**src/rtl/core/jsu_pkg.sv**
```systemverilog
// shared types, codes and helpers for the json string unescaper
package jsu_pkg;

    localparam int ByteW = 8;

    typedef enum logic [2:0] {
        MODE_PLAIN  = 3'd0,
        MODE_ESCAPE = 3'd1,
        MODE_HEX0   = 3'd2,
        MODE_HEX1   = 3'd3,
        MODE_HEX2   = 3'd4,
        MODE_HEX3   = 3'd5
    } mode_t;

    typedef enum logic [1:0] {
        KIND_BYTE  = 2'd0,
        KIND_CLOSE = 2'd1,
        KIND_ERROR = 2'd2
    } kind_t;

    localparam logic [ByteW-1:0] ChNul    = 8'h00;
    localparam logic [ByteW-1:0] ChQuote  = 8'h22;
    localparam logic [ByteW-1:0] ChBslash = 8'h5C;
    localparam logic [ByteW-1:0] ChSlash  = 8'h2F;
    localparam logic [ByteW-1:0] ChB      = 8'h62;
    localparam logic [ByteW-1:0] ChF      = 8'h66;
    localparam logic [ByteW-1:0] ChN      = 8'h6E;
    localparam logic [ByteW-1:0] ChR      = 8'h72;
    localparam logic [ByteW-1:0] ChT      = 8'h74;
    localparam logic [ByteW-1:0] ChU      = 8'h75;

    // outcome of decoding one word against the current state
    typedef struct packed {
        logic             emit;
        logic [ByteW-1:0] data;
        kind_t            kind;
        mode_t            mode_next;
        logic [ByteW-1:0] accum_next;
    } dec_res_t;

    // hex digit check, both letter cases; bit 4 flags a valid digit
    function automatic logic [4:0] hex_nibble(input logic [ByteW-1:0] c);
        logic [4:0] r;
        r = 5'd0;
        if (c >= 8'h30 && c <= 8'h39) begin
            r = {1'b1, 4'(c - 8'h30)};
        end else if (c >= 8'h41 && c <= 8'h46) begin
            r = {1'b1, 4'(c - 8'h37)};
        end else if (c >= 8'h61 && c <= 8'h66) begin
            r = {1'b1, 4'(c - 8'h57)};
        end
        return r;
    endfunction

endpackage

```
**src/rtl/core/jsu_decode.sv**
```systemverilog
// combinational decode of one word against the escape state
module jsu_decode (
    input  jsu_pkg::mode_t            mode,
    input  logic [jsu_pkg::ByteW-1:0] accum,
    input  logic [jsu_pkg::ByteW-1:0] ch,
    output jsu_pkg::dec_res_t         res
);
    import jsu_pkg::*;

    logic [4:0]       nib;
    logic [ByteW-1:0] shifted;

    assign nib     = hex_nibble(ch);
    assign shifted = {accum[3:0], nib[3:0]};

    always_comb
    begin
        res.emit       = 1'b0;
        res.data       = '0;
        res.kind       = KIND_BYTE;
        res.mode_next  = mode;
        res.accum_next = accum;
        if (ch == ChNul) begin
            res.emit       = 1'b1;
            res.kind       = KIND_ERROR;
            res.mode_next  = MODE_PLAIN;
            res.accum_next = '0;
        end else begin
            case (mode)
                MODE_ESCAPE:
                begin
                    res.emit      = 1'b1;
                    res.mode_next = MODE_PLAIN;
                    case (ch)
                        ChQuote:  res.data = ChQuote;
                        ChBslash: res.data = ChBslash;
                        ChSlash:  res.data = ChSlash;
                        ChB:      res.data = 8'h08;
                        ChF:      res.data = 8'h0C;
                        ChN:      res.data = 8'h0A;
                        ChR:      res.data = 8'h0D;
                        ChT:      res.data = 8'h09;
                        ChU:
                        begin
                            res.emit       = 1'b0;
                            res.mode_next  = MODE_HEX0;
                            res.accum_next = '0;
                        end
                        default:
                        begin
                            res.kind       = KIND_ERROR;
                            res.accum_next = '0;
                        end
                    endcase
                end
                MODE_HEX0, MODE_HEX1, MODE_HEX2, MODE_HEX3:
                begin
                    if (!nib[4]) begin
                        res.emit       = 1'b1;
                        res.kind       = KIND_ERROR;
                        res.mode_next  = MODE_PLAIN;
                        res.accum_next = '0;
                    end else if (mode == MODE_HEX3) begin
                        res.emit       = 1'b1;
                        res.data       = shifted;
                        res.mode_next  = MODE_PLAIN;
                        res.accum_next = '0;
                    end else begin
                        res.accum_next = shifted;
                        res.mode_next  = mode_t'(mode + 3'd1);
                    end
                end
                default:
                begin
                    // plain body, unused codes behave the same
                    res.mode_next = MODE_PLAIN;
                    if (ch == ChBslash) begin
                        res.mode_next = MODE_ESCAPE;
                    end else if (ch == ChQuote) begin
                        res.emit       = 1'b1;
                        res.kind       = KIND_CLOSE;
                        res.accum_next = '0;
                    end else begin
                        res.emit = 1'b1;
                        res.data = ch;
                    end
                end
            endcase
        end
    end

endmodule

```
**src/rtl/core/json_string_unescaper.sv**
```systemverilog
// top level of the json string unescaper
//
// channel | direction | handshake            | payload
// --------+-----------+----------------------+-------------------------
// in      | input     | in_valid / in_ready  | in_byte[7:0]
// out     | output    | out_valid / out_ready| out_byte[7:0], kind[1:0]
//
// one word a cycle while the output is not stalled; out_valid is registered
// the rate is set by the mode/hex accumulator loop, updated once per word
// rst_n clears the valid flags, mode (plain body) and the hex accumulator
// a stalled output holds; words that give no result keep flowing behind it
module json_string_unescaper (
    input  logic                          clk,
    input  logic                          rst_n,
    input  logic                          in_valid,
    output logic                          in_ready,
    input  logic [jsu_pkg::ByteW-1:0]     in_byte,
    output logic                          out_valid,
    input  logic                          out_ready,
    output logic [jsu_pkg::ByteW-1:0]     out_byte,
    output logic [1:0]                    kind
);
    import jsu_pkg::*;

    // input register stage
    logic             s1_valid_reg;
    logic [ByteW-1:0] s1_byte_reg;

    // escape state
    mode_t            mode_reg;
    logic [ByteW-1:0] accum_reg;

    // result register
    logic             out_valid_reg;
    logic [ByteW-1:0] out_byte_reg;
    kind_t            kind_reg;

    dec_res_t dec;
    logic     s1_adv;
    logic     in_take;

    jsu_decode u_decode (
        .mode  (mode_reg),
        .accum (accum_reg),
        .ch    (s1_byte_reg),
        .res   (dec)
    );

    // a word leaves stage one when it needs no output slot or the slot frees
    assign s1_adv   = s1_valid_reg && (!dec.emit || !out_valid_reg || out_ready);
    assign in_ready = !s1_valid_reg || s1_adv;
    assign in_take  = in_valid && in_ready;

    always_ff @(posedge clk or negedge rst_n)
    begin
        if (!rst_n) begin
            s1_valid_reg <= 1'b0;
        end else if (in_ready) begin
            s1_valid_reg <= in_valid;
        end
    end

    always_ff @(posedge clk)
    begin
        if (in_take) begin
            s1_byte_reg <= in_byte;
        end
    end

    // state advances once per decoded word
    always_ff @(posedge clk or negedge rst_n)
    begin
        if (!rst_n) begin
            mode_reg  <= MODE_PLAIN;
            accum_reg <= '0;
        end else if (s1_adv) begin
            mode_reg  <= dec.mode_next;
            accum_reg <= dec.accum_next;
        end
    end

    always_ff @(posedge clk or negedge rst_n)
    begin
        if (!rst_n) begin
            out_valid_reg <= 1'b0;
        end else if (s1_adv && dec.emit) begin
            out_valid_reg <= 1'b1;
        end else if (out_ready) begin
            out_valid_reg <= 1'b0;
        end
    end

    always_ff @(posedge clk)
    begin
        if (s1_adv && dec.emit) begin
            out_byte_reg <= dec.data;
            kind_reg     <= dec.kind;
        end
    end

    assign out_valid = out_valid_reg;
    assign out_byte  = out_byte_reg;
    assign kind      = kind_reg;

`ifndef ASSERT_OFF
    // a close or an error always returns to plain body with a clear accumulator
    a_clear_after_end: assert property (@(posedge clk) disable iff (!rst_n)
        (s1_adv && dec.emit && dec.kind != KIND_BYTE)
        |=> (mode_reg == MODE_PLAIN && accum_reg == '0))
        else $error("state not cleared after close or error");

    // a nul word always produces an error result
    a_nul_error: assert property (@(posedge clk) disable iff (!rst_n)
        (s1_adv && s1_byte_reg == ChNul)
        |=> (out_valid_reg && kind_reg == KIND_ERROR))
        else $error("nul word did not report an error");

    // non-byte results carry a zero data byte
    a_zero_data: assert property (@(posedge clk) disable iff (!rst_n)
        (out_valid_reg && kind_reg != KIND_BYTE) |-> (out_byte_reg == '0))
        else $error("close or error result carries data");

    // a held result is never overwritten
    a_no_overwrite: assert property (@(posedge clk) disable iff (!rst_n)
        (out_valid_reg && !out_ready) |-> !(s1_adv && dec.emit))
        else $error("stalled result overwritten");
`endif

endmodule

```
**config.mk**
```make
export PLATFORM = sky130hd
export DESIGN_NAME = json_string_unescaper
export DESIGN_NICKNAME = d
export VERILOG_FILES = /design/src/rtl/core/jsu_pkg.sv /design/src/rtl/core/jsu_decode.sv /design/src/rtl/core/json_string_unescaper.sv
export SDC_FILE = /design/constraint.sdc
export NUM_CORES = 1
export LEC_CHECK = 0
export ABC_AREA = 1
export BUFFER_PORTS_ARGS = -buffer_cell sky130_fd_sc_hd__buf_4
export CAP_MARGIN = 20
export CORE_MARGIN = 4
export CORE_UTILIZATION = 50
export DETAILED_ROUTE_END_ITERATION = 7
export PLACE_DENSITY = 0.71
export SYNTH_ARGS = -nofsm -noshare
export SYNTH_HDL_FRONTEND = slang
export SYNTH_SLANG_ARGS = --single-unit
```
**constraint.sdc**
```tcl
create_clock -name clk -period 2.8 [get_ports clk]
set_clock_uncertainty 0.15 [all_clocks]
set_input_delay 0.28 -clock clk [delete_from_list [all_inputs] [get_ports clk]]
set_output_delay 0.28 -clock clk [all_outputs]
set_load 0.1 [all_outputs]
```
== Word level (Yosys, flattened, before mapping) ==
Cells that the tools add are included.
Cells by class
  add/subtract/negate cells: 4
  order comparisons: 6
  equality and inequality tests: 16
  multiplexer cells: 25
  reduce and logical (&&, ||, !) cells: 19
Operators by type and width (number)
  $eq A8 B7 Y1 const B: 7
  $pmux W7 S8: 1
  $mux W11: 4
  $pmux W22 S2: 1
  $mux W8: 5
  $eq A8 B6 Y1 const B: 2
  $ge A8 B7 Y1 const B: 2
  $le A8 B7 Y1 const B: 2
  $mux W5: 3
  $mux W9: 1
  $reduce_or A9 Y1: 1
  $ge A8 B6 Y1 const B: 1
  $le A8 B6 Y1 const B: 1
  $logic_not A8 Y1: 1
  $reduce_or A8 Y1: 1
  $sub A4 B3 Y4 const B: 2
  $mux W1: 7
  $eq A3 B2 Y1 const B: 2
  $eq A3 B3 Y1 const B: 2
  $logic_and A1 B1 Y1: 6
  $mux W2: 3
  $ne A4 B3 Y1 const B: 1
  $reduce_and A4 Y1: 1
  $reduce_bool A4 Y1: 1
  8 further kinds: 12
Storage, ports and cells
  flip-flop bits (word level): 27
  output and inout port bits: 12
  word-level logic and storage cells: 77

== Depth between registers and ports, before layout ==
Gate-level depths: netlist of run 1.
  word-level depth: 15
  depth in mapped cells: 13
  mapped depth without buffers: 13

== Hierarchy ==
Synthesis of run 1 repeated with hierarchy kept, for this count alone.
Unflattened totals
  cells, all modules: 276
  area total of the unflattened synthesis: 2210.9 µm²
By module, submodules not included
  jsu_decode: times used 1, cells an instance 198, area an instance 1132.3 µm², seq. area each 0.0 µm²
  json_string_unescaper: times used 1, cells an instance 78, area an instance 1078.5 µm², seq. area each 865.8 µm²

== Worst setup path before layout of run 1 ==
Ideal clock, no wire load.
  kind: reg2reg
  start: register out_valid_reg, in the netlist out_valid
  end: register s1_byte_reg[0] (enable)
  library setup time: 0.279 ns
  data arrival time: 2.617 ns
  data required time: 2.371 ns
  setup slack: -0.245 ns
  cell stages (with the launch flop): 6
  clock period less this slack: 3.045 ns
  cell sequence: dfrtp_1 > inv_1 > nor2_1 > nand3_1 > nand2_1 > inv_1
Between the ends
  word-level cells in the longest chain between the ends: 6
Ends and longest elaborated chain
  start, declared: line json_string_unescaper.sv:34  | logic out_valid_reg;
  start signal, assigned: line json_string_unescaper.sv:85  | out_valid_reg <= 1'b0;
  start signal, assigned: line json_string_unescaper.sv:87  | out_valid_reg <= 1'b1;
  start signal, assigned: line json_string_unescaper.sv:89  | out_valid_reg <= 1'b0;
  $logic_not A1 Y1: line json_string_unescaper.sv:50  | assign s1_adv = s1_valid_reg && (!dec.emit || !out_valid_reg || out_ready);
  $logic_or A1 B1 Y1 (2 in series): line json_string_unescaper.sv:50
  $logic_and A1 B1 Y1: line json_string_unescaper.sv:50
  $logic_or A1 B1 Y1: line json_string_unescaper.sv:51  | assign in_ready = !s1_valid_reg || s1_adv;
  named net in_ready: line json_string_unescaper.sv:16  | output logic in_ready,
  $logic_and A1 B1 Y1: line json_string_unescaper.sv:52  | assign in_take = in_valid && in_ready;
  named net in_take: line json_string_unescaper.sv:40  | logic in_take;
  end signal, assigned: line json_string_unescaper.sv:66  | s1_byte_reg <= in_byte;
  end, declared: line json_string_unescaper.sv:27  | logic [ByteW-1:0] s1_byte_reg;
The timed path passes the listed nets, and every way through them passes these cells.
A chain may end at the register's enable or synchronous reset.

== Final worst setup path of run 1 ==
  start: register mode_reg[2]
  end: output in_ready
Between the ends
  word-level cells in the longest chain between the ends: 10
  elaborated cells between the ends (all ways): 15
  those cells by class: eq/ne (5); mux (4); reduce/logical (6)
Ends and longest elaborated chain
  start, declared: line json_string_unescaper.sv:30  | mode_t mode_reg;
  start signal, assigned: line json_string_unescaper.sv:77  | mode_reg <= dec.mode_next;
  $eq A3 B3 Y1: line jsu_decode.sv:29, jsu_decode.sv:63
  $mux W9: line jsu_decode.sv:63  | end else if (mode == MODE_HEX3) begin
  $mux W1: line jsu_decode.sv:58  | if (!nib[4]) begin
  $pmux W22 S2 *: line jsu_decode.sv:29  | case (mode)
  $mux W1 *: line jsu_decode.sv:23  | if (ch == ChNul) begin
  $logic_not A1 Y1 *: line json_string_unescaper.sv:50
  $logic_or A1 B1 Y1 * (2 in series): line json_string_unescaper.sv:50
  $logic_and A1 B1 Y1 *: line json_string_unescaper.sv:50
  $logic_or A1 B1 Y1 *: line json_string_unescaper.sv:51
  end, declared: line json_string_unescaper.sv:16
Mark *: on every way between the ends. The rest lies on a longest branch, timed or not.

==> results of run 1 <==
[logic make-up (layout without fill, tap and decap cells)]
kind of cell             count (synthesis)  count (layout)  share of synthesized area [%]
buffers and inverters                   33              70                          7.478
AO/OA/AOI/OAI                           25              25                          10.47
XOR/XNOR                                 1               1                         0.4987
AND/OR/NAND/NOR                        126             126                          33.69
adder cells (fa/ha/maj)                  6               6                          4.273
flip-flops                              27              27                          43.59
[worst max-delay path by stage]
stage	startpoint	end	slack [ps]	cells after the start
floorplan	out_valid	s1_byte_reg[0]	120	5
global placement	s1_byte_reg[0]	out_byte[6]	470	10
CTS	s1_byte_reg[0]	in_ready	160	9
global route	s1_byte_reg[1]	in_ready	50	9
finish	mode_reg[2]	in_ready	210	9
detailed placement	s1_byte_reg[0]	out_byte[6]	400	10
[worst max-delay path: stages (launching register included)]
cell and delay, ps:
dfrtp_1 540, inv_2 100, ha_1 220, a21oi_2 150, nand2_4 120, nor2_8 150, nand2_4 100, nand3_4 130
nand3_2 110, buf_6 210
[cell usage in the layout, fill, tap and decap left out, types with 2 or more instances in the layout]
cell type      count
clkbuf_4           3
inv_2              4
nand3_1           15
a21oi_1            2
nor2_1            28
o211ai_1           3
nand2_1           65
ha_1               6
edfxtp_1          18
nand2_4            2
inv_1             27
o221ai_1           3
nand2_2            4
nand4_1            2
o21ai_0           10
dfrtp_1            9
buf_4             23
dlygate4sd3_1     10
nand3_2            4
[metrics by stage]
step | instance area, um2 | power (W) | hold WS (ps) | std cells | utilization [%]
floorplan | 1762 | 0.001154 | -165.6 | 218 | -
CTS | 2116 | 0.001491 | 37.17 | 301 | 62.91
finish | 2120 | 0.001488 | 25.56 | 301 | 63.02
detailed placement | 1988 | 0.001307 | -42.91 | 287 | 59.11
global route | 2120 | 0.001565 | 24.97 | 301 | 63.02
global placement | 1988 | 0.001310 | -42.89 | 287 | 59.11
[timing repair]
| item | in CTS | in global routing |
|---|---|---|
| gates resized for setup | 0 | 1 |
| hold buffers | 10 | 0 |
| endpoints found under the setup margin | 0 | 1 |
| hold endpoints to repair | 18 | 0 |
[cell type report]
cell class                 count  area, um2
timing repair buffer          34      284.0
fill                         305       1244
clock inverter                 1      5.005
tap                           46      57.56
inverter                      32      120.1
multi-input combinational    158      864.6
clock buffer                   3      22.52
sequential                    27      765.7
[where the power goes]
part           leakage [nW]  switching (W)  internal (W)
Combinational         0.699       0.000581      0.000176
Sequential            0.295      0.0000393      0.000518
Clock                0.0177       0.000121     0.0000537
Total                  1.01       0.000741      0.000747
[metal layers]
layer / routed length, um / vias up / global-route usage (%)
met5: 0 / - / 0
met4: 35 / 0 / 4.557
met3: 380 / 6 / 2.829
met2: 1688 / 66 / 29.57
met1: 1684 / 678 / 27.28
li1: - / 790 / -
==> impl_results.md, run 1 <==
* Vias in the first global route at 1,405
* Core Area at 3363 um2
* Die outline width at 67.28 um
* Final hold vios at 0
* Syn_area_per_cell at 8.058 um2
* Row count at 21
* Total track usage at 18.85%
* Vias at 1,540
* Area grow syn2layout at 20.66%
* RSZ-0062 raised after global routing: false
* Gate Count Post-Synth at 218
* Worst r2r dst: out_byte[6]
* Ys Warns at 0
* Vias/cell at 5.116
* Count leader, synth: nand2_1
* Syn nets at 236
* Share of cells above drive strength 1 at 19.22%
* Die Footprint at 4526 um2
* Number of synthesized flops with an enable pin at 18
* Leading area contributor after synthesis: edfxtp_1
* Worst hold stages at 3
* Num ports at 24
* Initial Utilization at 52.23%
* Maxcap violations at 0
* Fin crit share at 92.50%
* Lkg Pwr at 1.012 nW
* Fin. max-slew vios at 0
* Async SR Flop Fraction at 33.33%
* Global-route wire length before repair at 6.472 mm
* Largest net degree at the start of global routing at 16
* Worst-path clk slew at 150 ps
* Inserted Clock Buffers at 3
* WHS Endpoint: s1_valid_reg
* CP startpoint kind: flip-flop
* Fin crit period at 2590 ps
* Antenna violations before repair at 0
* PD cells at 702.1 nW/um2
* Routability cong. at 0.9000
* Final nets at 274
* Tightest Pin Transition at 408.9 ps
* Routed wire length per instance at 12.58 um
* CTS tree: done
* Post CTS Setup Buffer Count at 0
* Post-Place Worst Slack at 401.1 ps
* R2r setup slk at 370 ps
* N_diodes at 0
* First-pass DRT Iterations at 5
* Setup_tns at 0 ps
* CP Capture Type: output pin
* Total gr overflow at 0
* Synthesized cell area at 1757 um2
* Primary FF master, synth: edfxtp_1
* Die H at 67.28 um
* Post-route ant nets at 0
* Max clock buf depth at 2
* Post-synthesis sequential area ratio at 43.59%
* WP data arrival at 2160 ps
* R2R Path Start: s1_byte_reg[0]
* Hold path start: in_valid
* H-tree level count at 1
* Status: complete, no violations
* Yosys cell types at 32
* IO Port Bufs at 23
* CP Max Fanout at 6
* Reg2reg path depth at 10
* Root buffer cell: clkbuf_4
* WS Path Type: reg -> out
* Final Setup Violations at 0
* Top post-synthesis cells by area: edfxtp_1 (31%), nand2_1 (14%), dfrtp_1 (13%)
* Clk sinks at 27
* Hold Crit Class: in -> reg
* Post-route DRC violation count at 0
* Fmax at 386.1 MHz
* Area fraction of the dominant cell type after synthesis at 30.77%
* Crit path required time at 2370 ps
* Synth cell count leaders: nand2_1 (65), nor2_1 (28), inv_1 (27), edfxtp_1 (18), nand3_1 (16)
* Hpwl dp at 2.989 mm
* Drt initial violations at 112
* Slew headroom at 72.64%
* Post-synthesis register bit count at 27
* Setup slack after layout at 209.9 ps
* Peak VDD IR at 0.0005358 V
* Routed Wire Length at 3.788 mm
* Worst-skew pair later-pin latency at 330 ps
Power figures use the tool's default switching activity.
==> run 2: changes to the inputs <==
--- a/config.mk
+++ b/config.mk
@@ -11,7 +11,7 @@
 export CORE_MARGIN = 4
 export CORE_UTILIZATION = 50
 export DETAILED_ROUTE_END_ITERATION = 7
-export PLACE_DENSITY = 0.71
+export PLACE_DENSITY = 0.74
 export SYNTH_ARGS = -nofsm -noshare
 export SYNTH_HDL_FRONTEND = slang
 export SYNTH_SLANG_ARGS = --single-unit
==> constraint.sdc (replaced) <==
create_clock -name clk -period 2.2 [get_ports clk]
set_clock_uncertainty 0.15 [all_clocks]
set_input_delay 0.22 -clock clk [delete_from_list [all_inputs] [get_ports clk]]
set_output_delay 0.22 -clock clk [all_outputs]
set_load 0.1 [all_outputs]
==> run 2 against run 1 <==
  * The flow now finishes with violations (design-rule violations, negative setup slack)
  * Sequential cell count unchanged
  * Sequential power increased by 28%
  * Clock power increased by 26%
  * Die area unchanged
  * Combinational power increased by 60%
  * Register-to-register slack got worse by 530 ps
  * Cell area increased by 22%
  * Via count increased by 18%
  * Clock-buffer cell count unchanged
  * First-iteration DRC count increased by 95%
  * Highest routed layer unchanged
==> impl_results.md, run 2 (synthesis results as in run 1) <==
* CP Max Fanout at 5
* Cell mode on critical path: nand2_2
* First-pass DRT Iterations at 8
* Max incr delay on CP at 510 ps
* Hpwl dp at 3.174 mm
* Final Setup Violations at 22
* Maxcap violations at 0
* Tightest Pin Transition at 460.9 ps
* Antenna violations before repair at 0
* CP startpoint: s1_byte_reg[0]
* Core Util, Final at 76.60%
* WP buf/inv at 4
* Slowest CP cell: edfxtp_1
* R2R Path Start: s1_byte_reg[0]
* Final hold vios at 0
* N_diodes at 0
* Inserted Clock Buffers at 3
* Largest net degree at the start of global routing at 16
* Worst-skew pair later-pin latency at 330 ps
* Final nets at 306
* Routed wire length per instance at 15.21 um
* Post-route DRC violation count at 3
* Initial Utilization at 52.23%
* Most frequent cells in the layout: nand2_1 (52), buf_4 (48), nor2_1 (25), inv_1 (20), edfxtp_1 (18)
* Fmax at 423.7 MHz
* Worst-path clk slew at 150 ps
* Die outline width at 67.28 um
* Reg power frac at 33.3%
* Commonest non-fill, non-tap cell in the layout: nand2_1
* RSZ-0062 raised after global routing: true
* Vias in the first global route at 1,469
* Peak VDD IR at 0.0006604 V
* Die Footprint at 4526 um2
* Share of cells above drive strength 1 at 40.77%
* NetSw at 0.001057 W
* Slew headroom at 69.16%
* H-tree level count at 1
* CP Capture Type: flip-flop
* Core Area at 3363 um2
* Vias/cell at 5.435
* Area grow syn2layout at 46.65%
* Violated checks: design-rule violations, negative setup slack
* Clock power frac at 10.3%
* Die H at 67.28 um
* Hold WS at 71.21 ps
* Drt initial violations at 218
* WS Path Type: reg -> reg
* Int Power at 0.001079 W
* Hold Crit Class: in -> async
* Fin crit period at 2360 ps
* Lkg Pwr at 1.177 nW
* Total gr overflow at 0
* Root buffer cell: clkbuf_4
* Row count at 21
* Clk sinks at 27
* Sw Ratio at 49.50%
* Num ports at 24
* Routability cong. at 0.9338
* CP startpoint kind: flip-flop
* Max clock buf depth at 2
* Routed Wire Length at 5.066 mm
* Reg2reg path depth at 13
* WP data arrival at 2270 ps
* Fin crit share at 107.3%
* Vias at 1,810
* IO Port Bufs at 23
* Global-route wire length before repair at 7.003 mm
* Setup_tns at -2103 ps
* Crit path required time at 2110 ps
* Status: finished with violations
* R2r setup slk at -160 ps
* Post-route ant nets at 0
* Worst r2r dst: out_byte[1]
* CTS tree: done
* Combinational share of power at 56.4%
* Total track usage at 20.84%
* Setup slack after layout at -160.2 ps
* Worst path cell trace: inv_2 -> ha_4 -> inv_2 -> nand2_2 -> nand2_2 -> nand2_2 -> nand2_2 -> nand3_4 -> nand3_4 -> buf_4 -> a21boi_4 -> nand2_4 -> clkinvlp_4
* Fin. max-slew vios at 0
* PD cells at 829.3 nW/um2
* Top delay family on crit path: simple AND/OR/NAND/NOR gates
-- run 2: cell count changes in the layout (fill, tap and decap cells not counted), moves of 4 or more --
cell	before	now
o21ai_0	10	6
inv_2	4	8
inv_1	27	20
ha_4	0	4
ha_1	6	0
nand2_2	4	15
buf_4	23	48
nand2_1	65	52
-- run 2: through the flow --
step,setup slack [ps],total power (W),area (um2),cells
2_1_floorplan,9.023,0.001484,1782,218
3_3_place_gp,116.1,0.001705,2091,298
3_5_place_dp,83.59,0.001708,2091,298
4_1_cts,-25.17,0.001988,2333,324
5_1_grt,-238.0,0.002224,2576,333
6_report,-160.2,0.002136,2576,333
-- run 2: cell type report --
type / instances / area [um2]
Multi-Input combinational cell: 158 / 1032
Tap cell: 46 / 57.56
Clock inverter: 1 / 5.005
Inverter: 32 / 127.6
Clock buffer: 3 / 22.52
Timing Repair Buffer: 65 / 555.5
Fill cell: 234 / 787.0
Sequential cell: 27 / 768.2
Timing Repair inverter: 1 / 7.507
-- run 2: power groups by stage --
stage	registers [W]	clock network (W)	logic, W
final	0.000711	0.000220	0.00121
after global routing	0.000715	0.000248	0.00126
after detailed placement	0.000720	0	0.000988
after CTS	0.000705	0.000222	0.00106
after floorplan	0.00115	0	0.000330
after global placement	0.000718	0	0.000987
-- run 2: layer usage --
layer / track usage, % / vias to the layer above / wire, um
met5: 0 / - / 0
met4: 8.101 / 0 / 160
met3: 2.995 / 22 / 604
met2: 31.04 / 148 / 2385
met1: 30.40 / 785 / 1916
li1: - / 855 / -
-- run 2: how the worst max path moves through the flow --
stage / endpoint / depth (start not counted) / slack (ps)
2_1_floorplan: s1_byte_reg[0] / 10 / 9
3_5_place_dp: out_byte[4] / 10 / 80
3_3_place_gp: out_byte[4] / 10 / 120
5_1_grt: in_ready / 11 / -240
6_report: out_byte[1] / 13 / -160
4_1_cts: in_ready / 10 / -30
-- run 2: worst reg2reg max path, cell delays in order, from the launching register on --
cell,delay [ps]
edfxtp_1,510
inv_2,170
ha_4,150
inv_2,30
nand2_2,60
nand2_2,60
nand2_2,100
nand2_2,80
nand3_4,100
nand3_4,80
buf_4,150
a21boi_4,220
nand2_4,100
clkinvlp_4,120
-- run 2: repair_timing --
item | 4_1_cts | 5_1_grt
hold buffers | 11 | 0
endpoints found under the hold margin | 19 | 0
pin swaps | 4 | 15
resized for setup | 7 | 45
buffers inserted | 11 | 8
setup endpoints to repair | 1 | 20
gates cloned | 0 | 2
